$ cat src/hw/rtl/csfp_pkg.sv
`timescale 1ns / 1ps
// ----------------------------------------------------------------------------
// csfp_pkg
// Types, character codes and per-byte helpers for the checked sentence parser.
// ----------------------------------------------------------------------------
package csfp_pkg;

    localparam int UNIT_COUNT   = 4;
    localparam int NUMBER_WIDTH = 32;
    localparam int MASK_W       = 4;
    localparam int UNIT_ID_W    = 2;
    localparam int OUT_NUM_W    = 32;

    // Register map, by word index
    localparam logic REG_UNIT_ENABLE = 1'b0;

    localparam logic [7:0] CH_TAB   = 8'h09;
    localparam logic [7:0] CH_LF    = 8'h0A;
    localparam logic [7:0] CH_VT    = 8'h0B;
    localparam logic [7:0] CH_FF    = 8'h0C;
    localparam logic [7:0] CH_CR    = 8'h0D;
    localparam logic [7:0] CH_SPACE = 8'h20;
    localparam logic [7:0] CH_STAR  = 8'h2A;
    localparam logic [7:0] CH_PLUS  = 8'h2B;
    localparam logic [7:0] CH_MINUS = 8'h2D;
    localparam logic [7:0] CH_0     = 8'h30;
    localparam logic [7:0] CH_9     = 8'h39;
    localparam logic [7:0] CH_A     = 8'h41;
    localparam logic [7:0] CH_F     = 8'h46;
    localparam logic [7:0] CH_B     = 8'h42;
    localparam logic [7:0] CH_G     = 8'h47;

    // Token positions that matter
    localparam logic [3:0] TOK_TAG    = 4'd1;
    localparam logic [3:0] TOK_UNIT   = 4'd2;
    localparam logic [3:0] TOK_STATUS = 4'd3;
    localparam logic [3:0] TOK_RES    = 4'd7;
    localparam logic [3:0] TOK_MAX    = 4'd15;

    localparam logic [2:0] TAG_DONE     = 3'd3;
    localparam logic [2:0] TAG_MISMATCH = 3'd4;
    localparam logic [1:0] HEX_EXPECTED = 2'd2;
    localparam logic [1:0] HEX_SAT      = 2'd3;

    typedef enum logic [1:0] {
        ST_PUBLISHED = 2'd0,
        ST_CKSUM_BAD = 2'd1,
        ST_NOT_RECORD = 2'd2,
        ST_BAD_NUMBER = 2'd3
    } line_status_t;

    typedef enum logic [3:0] {
        PH_LEAD   = 4'b0001,
        PH_SIGN   = 4'b0010,
        PH_DIGITS = 4'b0100,
        PH_DONE   = 4'b1000
    } num_phase_t;

    typedef struct packed {
        logic                    neg;
        logic                    got_digit;
        num_phase_t              phase;
        logic [NUMBER_WIDTH-1:0] mag;
    } num_t;

    typedef struct packed {
        logic [7:0] running_sum;
        logic       has_bytes;
        logic       past_star;
        logic [1:0] hex_count;
        logic [7:0] received_sum;
        logic       hex_good;
        logic [3:0] token_count;
        logic       inside_token;
        logic [2:0] tag_pos;
        num_t [2:0] nums;
    } line_state_t;

    localparam logic [NUMBER_WIDTH-1:0] NUM_TOP = {1'b1, {(NUMBER_WIDTH-1){1'b0}}};

    localparam num_t NUM_CLEAR = '{
        neg: 1'b0, got_digit: 1'b0, phase: PH_LEAD, mag: '0
    };

    localparam line_state_t LINE_CLEAR = '{
        running_sum: 8'h00, has_bytes: 1'b0, past_star: 1'b0, hex_count: 2'd0,
        received_sum: 8'h00, hex_good: 1'b1, token_count: 4'd0,
        inside_token: 1'b0, tag_pos: 3'd0, nums: {3{NUM_CLEAR}}
    };

    function automatic logic [7:0] tag_char(input logic [2:0] pos);
        logic [7:0] ch;
        case (pos)
            3'd0:    ch = CH_B;
            3'd1:    ch = CH_G;
            default: ch = CH_F;
        endcase
        return ch;
    endfunction

    // Advance one number parser by one character (never a space).
    function automatic num_t num_feed(input num_t n, input logic [7:0] c);
        num_t                    r;
        logic                    dig;
        logic [NUMBER_WIDTH-1:0] lim;
        logic [NUMBER_WIDTH+3:0] wide;
        logic [NUMBER_WIDTH+3:0] prod;
        r    = n;
        dig  = (c >= CH_0) && (c <= CH_9);
        lim  = n.neg ? NUM_TOP : NUM_TOP - 1'b1;
        wide = {4'b0, n.mag};
        // mag*10 + digit as shifts; saturate where it passes the limit
        prod = (wide << 3) + (wide << 1) + {{NUMBER_WIDTH{1'b0}}, c[3:0]};
        if (n.phase == PH_LEAD && (c == CH_TAB || c == CH_VT || c == CH_FF)) begin
            r = n;
        end else if (n.phase == PH_LEAD && (c == CH_PLUS || c == CH_MINUS)) begin
            r.neg   = (c == CH_MINUS);
            r.phase = PH_SIGN;
        end else if (n.phase == PH_DONE) begin
            r = n;
        end else if (!dig) begin
            r.phase = PH_DONE;
        end else begin
            r.phase     = PH_DIGITS;
            r.got_digit = 1'b1;
            r.mag       = (prod > {4'b0, lim}) ? lim : prod[NUMBER_WIDTH-1:0];
        end
        return r;
    endfunction

    function automatic logic signed [OUT_NUM_W-1:0] num_value(input num_t n);
        logic [63:0] m;
        m = 64'(n.mag);
        if (n.neg) begin
            m = -m;
        end
        return m[OUT_NUM_W-1:0];
    endfunction

endpackage

$ cat src/hw/rtl/checked_sentence_field_parser.sv
`timescale 1ns / 1ps
// ----------------------------------------------------------------------------
// checked_sentence_field_parser
// Parses checksummed ASCII sentences byte by byte and reports one status word
// per non-empty line, with the unit id, status and resistance fields.
// ----------------------------------------------------------------------------
//
//  Channel   Ports                            Moves
//  -------   ------------------------------   ---------------------------------
//  s_        s_valid/s_ready, s_rx_byte       one received byte per word
//  m_        m_valid/m_ready, m_line_status,  one result word per LF that ends
//            m_unit_id, m_unit_status,        a non-empty line
//            m_resistance_kohm
//  APB       psel/penable/pwrite/paddr/...    unit_enable_mask at address 0
//
//  One byte per cycle sustained while no result blocks the input. A byte is
//  held in the input register while the line state updates; an LF that leaves
//  it loads the result register, whose word is then offered on m_valid.
//  Reset (aresetn low, synchronous) clears the line state, mask and valids.
//  When a result waits on m_ready, bytes keep flowing through the input
//  register; the input stalls only while an LF that ends a non-empty line
//  sits in the input register.
//
module checked_sentence_field_parser (
    input  logic                                     aclk,
    input  logic                                     aresetn,
    // byte input
    input  logic                                     s_valid,
    output logic                                     s_ready,
    input  logic [7:0]                               s_rx_byte,
    // result output
    output logic                                     m_valid,
    input  logic                                     m_ready,
    output logic [1:0]                               m_line_status,
    output logic [csfp_pkg::UNIT_ID_W-1:0]           m_unit_id,
    output logic signed [csfp_pkg::OUT_NUM_W-1:0]    m_unit_status,
    output logic signed [csfp_pkg::OUT_NUM_W-1:0]    m_resistance_kohm,
    // configuration
    input  logic                                     psel,
    input  logic                                     penable,
    input  logic                                     pwrite,
    input  logic [2:0]                               paddr,
    input  logic [31:0]                              pwdata,
    output logic [31:0]                              prdata,
    output logic                                     pready
);
    import csfp_pkg::*;

    // ------------------------------------------------------------------
    // Configuration register
    // ------------------------------------------------------------------
    logic [MASK_W-1:0] mask_reg;
    logic              cfg_write;

    assign pready    = 1'b1;
    assign cfg_write = psel && penable && pwrite && pready;

    always_ff @(posedge aclk) begin
        if (!aresetn) begin
            mask_reg <= '0;
        end else if (cfg_write && paddr[2] == REG_UNIT_ENABLE) begin
            mask_reg <= pwdata[MASK_W-1:0];
        end
    end

    always_comb begin
        prdata = '0;
        if (paddr[2] == REG_UNIT_ENABLE) begin
            prdata = {{(32-MASK_W){1'b0}}, mask_reg};
        end
    end

    // ------------------------------------------------------------------
    // Input register: decouples s_ready from a waiting result
    // ------------------------------------------------------------------
    logic        byte_valid_reg;
    logic [7:0]  byte_reg;
    logic        advance;
    logic        emit;
    logic        out_free;

    assign out_free = !m_valid || m_ready;
    // Hold the byte only when it would produce a result that has nowhere to go
    assign advance  = byte_valid_reg && (!emit || out_free);
    assign s_ready  = !byte_valid_reg || advance;

    always_ff @(posedge aclk) begin
        if (!aresetn) begin
            byte_valid_reg <= 1'b0;
        end else if (s_ready) begin
            byte_valid_reg <= s_valid;
        end
    end

    always_ff @(posedge aclk) begin
        if (s_valid && s_ready) begin
            byte_reg <= s_rx_byte;
        end
    end

    // ------------------------------------------------------------------
    // Line state update for the byte in the input register
    // ------------------------------------------------------------------
    line_state_t  state_reg;
    line_state_t  state_next;
    logic         is_lf;
    logic         is_cr;
    logic         is_dig;
    logic         is_hex;
    logic [3:0]   nib;
    logic [3:0]   tok;
    logic         cks_ok;
    logic         rec_ok;
    logic         nums_ok;
    logic         unit_ok;
    line_status_t status_next;

    assign is_lf  = (byte_reg == CH_LF);
    assign is_cr  = (byte_reg == CH_CR);
    assign is_dig = (byte_reg >= CH_0) && (byte_reg <= CH_9);
    assign is_hex = is_dig || ((byte_reg >= CH_A) && (byte_reg <= CH_F));
    // '0'..'9' keep the low nibble; 'A'..'F' add nine to it
    assign nib    = is_dig ? byte_reg[3:0] : byte_reg[3:0] + 4'd9;

    always_comb begin
        state_next = state_reg;
        tok        = state_reg.token_count;
        emit       = 1'b0;
        if (is_lf) begin
            // close the line; an empty line gives no word
            emit       = state_reg.has_bytes;
            state_next = LINE_CLEAR;
        end else if (!is_cr) begin
            state_next.has_bytes = 1'b1;
            if (state_reg.past_star) begin
                if (state_reg.hex_count != HEX_SAT) begin
                    state_next.hex_count = state_reg.hex_count + 2'd1;
                end
                if (is_hex) begin
                    state_next.received_sum = {state_reg.received_sum[3:0], nib};
                end else begin
                    state_next.hex_good = 1'b0;
                end
            end else if (byte_reg == CH_STAR) begin
                state_next.past_star = 1'b1;
            end else begin
                state_next.running_sum = state_reg.running_sum + byte_reg;
                if (byte_reg == CH_SPACE) begin
                    state_next.inside_token = 1'b0;
                end else begin
                    if (!state_reg.inside_token && state_reg.token_count != TOK_MAX) begin
                        tok = state_reg.token_count + 4'd1;
                    end
                    state_next.inside_token = 1'b1;
                    state_next.token_count  = tok;
                    case (tok)
                        TOK_TAG: begin
                            if (state_reg.tag_pos < TAG_DONE &&
                                byte_reg == tag_char(state_reg.tag_pos)) begin
                                state_next.tag_pos = state_reg.tag_pos + 3'd1;
                            end else begin
                                state_next.tag_pos = TAG_MISMATCH;
                            end
                        end
                        TOK_UNIT:   state_next.nums[0] = num_feed(state_reg.nums[0], byte_reg);
                        TOK_STATUS: state_next.nums[1] = num_feed(state_reg.nums[1], byte_reg);
                        TOK_RES:    state_next.nums[2] = num_feed(state_reg.nums[2], byte_reg);
                        default:    state_next.nums = state_reg.nums;
                    endcase
                end
            end
        end
    end

    always_ff @(posedge aclk) begin
        if (!aresetn) begin
            state_reg <= LINE_CLEAR;
        end else if (advance) begin
            state_reg <= state_next;
        end
    end

    // ------------------------------------------------------------------
    // Line verdict, evaluated on the closing LF
    // ------------------------------------------------------------------
    assign cks_ok  = state_reg.past_star && state_reg.hex_count == HEX_EXPECTED &&
                     state_reg.hex_good && state_reg.received_sum == state_reg.running_sum;
    assign rec_ok  = state_reg.tag_pos == TAG_DONE && state_reg.token_count >= TOK_RES;
    assign nums_ok = state_reg.nums[0].got_digit && state_reg.nums[1].got_digit &&
                     state_reg.nums[2].got_digit;
    assign unit_ok = !(state_reg.nums[0].neg && state_reg.nums[0].mag != '0) &&
                     state_reg.nums[0].mag < NUMBER_WIDTH'(UNIT_COUNT) &&
                     state_reg.nums[0].mag < NUMBER_WIDTH'(MASK_W) &&
                     mask_reg[state_reg.nums[0].mag[UNIT_ID_W-1:0]];

    always_comb begin
        if (!cks_ok) begin
            status_next = ST_CKSUM_BAD;
        end else if (!rec_ok) begin
            status_next = ST_NOT_RECORD;
        end else if (!nums_ok) begin
            status_next = ST_BAD_NUMBER;
        end else if (!unit_ok) begin
            status_next = ST_NOT_RECORD;
        end else begin
            status_next = ST_PUBLISHED;
        end
    end

    // ------------------------------------------------------------------
    // Result register
    // ------------------------------------------------------------------
    always_ff @(posedge aclk) begin
        if (!aresetn) begin
            m_valid <= 1'b0;
        end else if (advance && emit) begin
            m_valid <= 1'b1;
        end else if (m_ready) begin
            m_valid <= 1'b0;
        end
    end

    always_ff @(posedge aclk) begin
        if (advance && emit) begin
            m_line_status <= status_next;
            if (status_next == ST_PUBLISHED) begin
                m_unit_id         <= state_reg.nums[0].mag[UNIT_ID_W-1:0];
                m_unit_status     <= num_value(state_reg.nums[1]);
                m_resistance_kohm <= num_value(state_reg.nums[2]);
            end else begin
                m_unit_id         <= '0;
                m_unit_status     <= '0;
                m_resistance_kohm <= '0;
            end
        end
    end

    // ------------------------------------------------------------------
    // Assertions
    // ------------------------------------------------------------------
    a_reject_zeroed : assert property (@(posedge aclk) disable iff (!aresetn)
        m_valid && m_line_status != ST_PUBLISHED |->
            m_unit_id == '0 && m_unit_status == '0 && m_resistance_kohm == '0)
        else $error("rejected line carries nonzero fields");

    a_stall_cause : assert property (@(posedge aclk) disable iff (!aresetn)
        !s_ready |-> byte_valid_reg && m_valid && !m_ready && is_lf)
        else $error("input stalled without a blocked line end");

    a_result_from_lf : assert property (@(posedge aclk) disable iff (!aresetn)
        $rose(m_valid) |-> $past(byte_valid_reg) && $past(byte_reg) == CH_LF)
        else $error("result produced without a line end");

    a_clear_after_lf : assert property (@(posedge aclk) disable iff (!aresetn)
        advance && is_lf |=> !state_reg.has_bytes && state_reg.token_count == 4'd0 &&
            !state_reg.past_star)
        else $error("line state not cleared after line end");

    a_mask_write : assert property (@(posedge aclk) disable iff (!aresetn)
        cfg_write && paddr[2] == REG_UNIT_ENABLE |=> mask_reg == $past(pwdata[MASK_W-1:0]))
        else $error("enable mask write lost");

endmodule
$ cat config.mk
export PLATFORM = sky130hd
export DESIGN_NAME = checked_sentence_field_parser
export DESIGN_NICKNAME = d
export VERILOG_FILES = /design/src/hw/rtl/csfp_pkg.sv /design/src/hw/rtl/checked_sentence_field_parser.sv
export SDC_FILE = /design/constraint.sdc
export NUM_CORES = 1
export LEC_CHECK = 0
export ABC_AREA = 1
export BUFFER_PORTS_ARGS = -buffer_cell sky130_fd_sc_hd__buf_2
export CORE_AREA = 2 2 325 198
export DETAILED_ROUTE_END_ITERATION = 10
export DIE_AREA = 0 0 327 200
export PLACE_DENSITY = 0.47
export REMOVE_ABC_BUFFERS = 1
export SYNTH_ARGS = -nofsm -noshare
export SYNTH_HDL_FRONTEND = slang
export SYNTH_SLANG_ARGS = --single-unit
$ cat constraint.sdc
create_clock -name aclk -period 7.8 [get_ports aclk]
set_input_delay 0.78 -clock aclk [delete_from_list [all_inputs] [get_ports aclk]]
set_output_delay 0.78 -clock aclk [all_outputs]
set_load 0.02 [all_outputs]
==> impl_metrics.toml, run 1 <==
[run_status]
status = "completed"

[die]
row_count = 71
ios = 153
fp.dieArea_um2 = 65400
core_area_um2 = 62300
die_h_um = 200
start_util_pct = 34.8
dieWidth_um = 327

[placement]
place_area_um2 = 22800
routabilityCongestion = 0.924
dp_hpwl_um = 54300
portBuffers = 93

[drt]
drtIter0Drc = 1630
drcViolationCount = 0
ant_nets = 0
viasPerCell = 5.13
drt-total-wl_um = 71100
dr.pass1.iters = 5
wl_per_cell_um = 17.2
vias = 21200

[setup_path]
critPathLaunchType = "register"
ff2ff_setup_slack_ns = 1.98
cp.arrival_ns = 6.28
critPathKind = "register to register"
required_ns = 8.26
critPathMaxStageDelay_ns = 0.90
crit_fanout = 31
end_kind = "register"
cp_common_cell = "nand2_1"
slowest_stage = "edfxtp_1"

[synth]
synth_area_leader_cell = "ha_1"
synth.distinct_cells = 57
yosysWarnings = 0
synthArstFlopShare_pct = 0
synth_area_um2 = 21700
synth_top_area_share_pct = 17.6
syn_inst = 3224
synth_area_leaders = "ha_1, nand2_1, dfxtp_1"
ys_ff_latch = 225
yosysSeqAreaShare_pct = 24.3
yosysMostFrequentCell = "nand2_1"
syn_avg_cell_area_um2 = 6.72
synth_common_cells = "nand2_1, inv_1, a21oi_1"
synth-edff-count = 76
ys.flop_type = "dfxtp_1"

[cts]
cts-htree-levels = 1
numCtsBuffers = 28
cts_setup_buffers = 0
cts_tree = "yes"
ctsRootBufferMaster = "clkbuf_16"
cts-hold-fix-buffers = 0
clockBufferDepth = 3
clk_pin_slew_ns = 0.07
post_cts_resized = 0
clock-sinks = 225
clk_latency_ns = 0.62

[grt]
grt_pass1_wl_um = 111000
grt_overflow = 0
grt_util_all_layers_pct = 21.5
grt_max_degree = 92
grt_pass1_vias = 19700
antenna_found_initial = 1

[timing]
timing.final.max_slew_violations = 0
worstMarginPinSlew_ns = 1.28
skew_ns = 0.0288
relSlewSlack_pct = 14.2
setup_tns_ns = 0
min_period_over_period_pct = 74.6
fmax_ghz = 0.172
finalSetupViolations = 0
fin_crit_ns = 5.82
rsz0062_at_grt = "false"
hold_viol_final = 0

[final_layout]
nets = 3641
largest_reg_flops = 143
synthToLayoutAreaGrowth_pct = 9.54
drive_gt1_share_pct = 6.06
fillers = 6662
num_antenna_cells = 0
final_design_area_no_fill_um2 = 23700

[pwr]
ir_drop_v = 0.000167
powerDensity_nw_per_um2 = 115
p_total_uw = 2730
p_leak_uw = 0.0123

[run]
drv_cap = 0

[min_path]
hp-class = "input pin to register"
==> through the flow <==
| stage | util (%) | hold WS, ns | setup WS (ns) | cells |
|---|---|---|---|---|
| after floorplan | - | 0.418 | 3.00 | 3136 |
| after global placement | 36.6 | 0.430 | 2.02 | 4088 |
| after detailed placement | 36.6 | 0.444 | 2.05 | 4088 |
| after CTS | 38.1 | 0.301 | 2.04 | 4140 |
| after global routing | 38.1 | 0.311 | 1.53 | 4140 |
| final | 38.1 | 0.338 | 1.98 | 4140 |
==> area by class of cell <==
cell class | count | area (um^2) | area share, %
clock buffer | 34 | 723 | 3.05
sequential | 225 | 5270 | 22.2
multi-input combinational | 2475 | 14200 | 60.0
timing repair buffer | 113 | 616 | 2.59
clock inverter | 18 | 195 | 0.823
inverter | 436 | 1640 | 6.91
tap | 839 | 1050 | 4.42
==> final timing paths <==
path | startpoint | endpoint | cells after the start
worst max-delay path | byte_reg[3] | state_reg[66] | 28
worst min-delay path | s_rx_byte[2] | byte_reg[2] | 1
worst max register to register | byte_reg[3] | state_reg[66] | 28
worst min register to register | state_reg[122] | state_reg[122] | 2
==> placed cells by master (no fill, tap or decap), drive strengths merged, types with 3 or more instances in the layout <==
| cell | instances |
|---|---|
| a211oi | 12 |
| a21o | 5 |
| a21oi | 332 |
| a31o | 5 |
| a31oi | 4 |
| and3 | 5 |
| buf | 113 |
| bufinv | 3 |
| clkbuf | 34 |
| clkinv | 12 |
| conb | 29 |
| dfxtp | 149 |
| edfxtp | 76 |
| fa | 7 |
| ha | 305 |
| inv | 437 |
| nand2 | 820 |
| nand3 | 200 |
| nand3b | 8 |
| nand4 | 132 |
| nor2 | 296 |
| nor3 | 33 |
| nor4 | 16 |
| o211ai | 3 |
| o21a | 7 |
| o21ai | 112 |
| o21bai | 25 |
| o31ai | 8 |
| or2 | 8 |
| xnor2 | 21 |
| xor2 | 70 |
==> power breakdown <==
part           internal [uW]  switching, uW  total (uW)
sequential              1220           15.3        1230
combinational           44.3            100         145
clock                    763            589        1350
==> cell families (layout without fill, tap and decap cells) <==
kind of cell / after synthesis / in the layout / share of synthesized area (%)
AOI/OAI and AO/OA: 519 / 519 / 13.0
xor gates and xnor gates: 91 / 91 / 3.68
adders and majority gates: 312 / 312 / 18.3
buffers and inverters: 551 / 601 / 10.5
DFF: 225 / 225 / 24.3
other: 2 / 29 / 0.0347
and+or+nand+nor: 1524 / 1524 / 30.3
==> metal layers <==
metal | part of all wire (%) | up-vias | GRT usage (%) | wire, um
met5 | 0 | - | 0 | 0
met4 | 1.3 | 0 | 3.26 | 901
met3 | 5.9 | 56 | 2.83 | 4190
met2 | 37 | 564 | 29.2 | 26100
met1 | 56 | 9812 | 35.4 | 39900
li1 | - | 10800 | - | -
==> critical path: cells and delay by family, from the launching register on <==
| family | cells | cell delay, ns |
|---|---|---|
| xor+xnor | 1 | 0.27 |
| simple gates | 20 | 2.84 |
| compound gates | 1 | 0.10 |
| fa+ha+maj | 3 | 1.35 |
| flops | 1 | 0.90 |
| buf+inv | 3 | 0.17 |
Power figures use the tool's default switching activity.
==> inputs of run 2 (changes only) <==
ABC_AREA = 0   (was 1)
CORE_AREA = 2 2 306 187   (was 2 2 325 198)
DIE_AREA = 0 0 308 189   (was 0 0 327 200)
clock period = 5.63 ns   (was 7.8 ns; I/O delays follow)
==> impl_metrics.toml, run 2 <==
[placement]
routabilityCongestion = 0.908
dp_hpwl_um = 44900
post-place-ws_ns = -0.549
portBuffers = 93

[die]
fp.dieArea_um2 = 58200
row_count = 67
die_h_um = 189
dieWidth_um = 308
core_area_um2 = 55300
start_util_pct = 34.6
ios = 153

[synth]
yosysMostFrequentCell = "ha_1"
synth_area_leaders = "ha_1, dfxtp_1, edfxtp_1"
synth.distinct_cells = 87
syn_avg_cell_area_um2 = 8.87
syn_inst = 2161
synth_area_leader_cell = "ha_1"
synth-edff-count = 76
synth_top_area_share_pct = 19.9
ys.flop_type = "dfxtp_1"
ys_ff_latch = 225
synth_common_cells = "ha_1, a21oi_1, nor2_1"
synth_area_um2 = 19200
yosysWarnings = 0
synthArstFlopShare_pct = 0
yosysSeqAreaShare_pct = 27.5

[final_layout]
num_antenna_cells = 0
fillers = 5472
nets = 2781
seq_area_um2 = 5270
synthToLayoutAreaGrowth_pct = 21.0
multi_input_area_um2 = 13700
final_cell_mix = "ha_1, buf_4, nor2_1, a21oi_1, dfxtp_1"
largest_reg_flops = 143
drive_gt1_share_pct = 19.5
final_common_cell = "ha_1"

[run]
drv_cap = 0

[pwr]
seqPwrFrac_pct = 47.5
powerDensity_nw_per_um2 = 155
comb_power_share_pct = 5.6
p_clk_share_pct = 47.0
p_leak_uw = 0.0116
p_total_uw = 3590
internal_power_uw = 2680
switching_share_pct = 25.2
ir_drop_v = 0.000201
p_switching_uw = 904

[cts]
clockBufferDepth = 3
ctsRootBufferMaster = "clkbuf_16"
clock-sinks = 225
cts-htree-levels = 1
cts_tree = "yes"
cts-hold-fix-buffers = 0
clk_pin_slew_ns = 0.07
clk_latency_ns = 0.57
numCtsBuffers = 26

[grt]
grt_util_all_layers_pct = 19.7
antenna_found_initial = 1
grt_max_degree = 69
grt_overflow = 0
grt_pass1_wl_um = 92800
grt_pass1_vias = 16500

[drt]
vias = 17200
ant_nets = 0
drcViolationCount = 0
dr.pass1.iters = 5
drt-total-wl_um = 58500
drtIter0Drc = 1124
wl_per_cell_um = 18.5
viasPerCell = 5.43

[setup_path]
end_kind = "register"
cp.arrival_ns = 6.11
crit_fanout = 3
critPathLaunchType = "register"
required_ns = 6.09
r2r-start = "byte_reg[3]"
crit_start = "byte_reg[3]"
critPathKind = "register to register"

[min_path]
hp-start = "s_rx_byte[7]"
hp-class = "input pin to register"

[timing]
timing.final.max_slew_violations = 0
finalSetupViolations = 1
relSlewSlack_pct = 22.0
fmax_ghz = 0.177
fin_ws_ns = -0.0168
min_period_over_period_pct = 100
rsz0062_at_grt = "true"
hold_viol_final = 0
skew_ns = 0.0143
worstMarginPinSlew_ns = 1.16
fin_crit_ns = 5.65

[run_status]
violations = "setup timing"
status = "finished with violations"
-- run 2: path summary, 6_finish.rpt --
check,slack (ns),endpoint,cells past startpoint
hold reg to reg,0.46,state_reg[70],2
hold / removal,0.17,byte_reg[7],1
setup reg to reg,-0.02,state_reg[62],24
setup / recovery,-0.02,state_reg[62],24
-- run 2: cell type report --
| type | instances | area share, % |
|---|---|---|
| Clock buffer | 38 | 3.09 |
| Inverter | 61 | 0.988 |
| Multi-Input combinational cell | 1791 | 58.9 |
| Timing Repair Buffer | 314 | 10.0 |
| Sequential cell | 225 | 22.7 |
| Tap cell | 724 | 3.91 |
| Clock inverter | 9 | 0.313 |
-- run 2: stage by stage --
| step | cell area [um^2] | cells | util, % | TNS, ns | hold WS, ns |
|---|---|---|---|---|---|
| after CTS | 22600 | 3140 | 40.8 | 0 | 0.149 |
| after floorplan | 18700 | 2077 | - | -68.24 | 0.431 |
| after detailed placement | 21600 | 3086 | 39.1 | -30.10 | 0.448 |
| after global routing | 23200 | 3162 | 41.9 | -14.50 | 0.152 |
| final | 23200 | 3162 | 41.9 | -0.0168 | 0.175 |
| after global placement | 21600 | 3086 | 39.1 | -21.54 | 0.447 |
-- run 2: worst max-delay path: stages (launching register included) --
cell and delay (ns):
edfxtp_1 0.43, fa_1 0.49, ha_1 0.29, a21o_1 0.20, a221oi_2 0.28, buf_4 0.17, a21oi_4 0.06, a21oi_2 0.20
o21ai_2 0.08, buf_4 0.15, buf_4 0.14, a21oi_1 0.17, o21ai_0 0.15, xor2_1 0.27, ha_1 0.34, nand4_1 0.13
nor2_1 0.09, and3_4 0.16, a2111oi_4 0.27, o21ai_1 0.11, a211oi_1 0.25, nand3_1 0.15, or2_4 0.28, or4_1 0.46
a31o_1 0.21
-- run 2: what timing repair did --
action	in CTS	in global routing
buffers inserted	6	19
pin swaps	22	58
endpoints found under the setup margin	96	96
resized for setup	37	86
gates cloned	1	3
-- run 2: routing by layer --
layer  GRT usage (%)  share of wire [%]
met1            32.3                 55
met2            26.6                 38
met3            3.02                5.2
met5               0                  0
met4            3.28                1.4
-- run 2: cells by family after synthesis --
| kind of cell | synth area share (%) |
|---|---|
| AO/OA/AOI/OAI | 22.8 |
| XOR/XNOR | 7.45 |
| adder cells (fa/ha/maj) | 20.6 |
| buffers and inverters | 4.27 |
| flip-flops | 27.5 |
| multiplexers | 1.12 |
| other | 0.0392 |
| AND/OR/NAND/NOR | 16.2 |
-- run 2: power groups by stage --
stage / Clock, uW / Sequential, uW / Combinational, uW
4_1_cts: 1740 / 1700 / 198
5_1_grt: 1800 / 1710 / 224
3_5_place_dp: 0 / 1740 / 195
6_report: 1690 / 1700 / 200
2_1_floorplan: 0 / 1740 / 129
3_3_place_gp: 0 / 1740 / 190
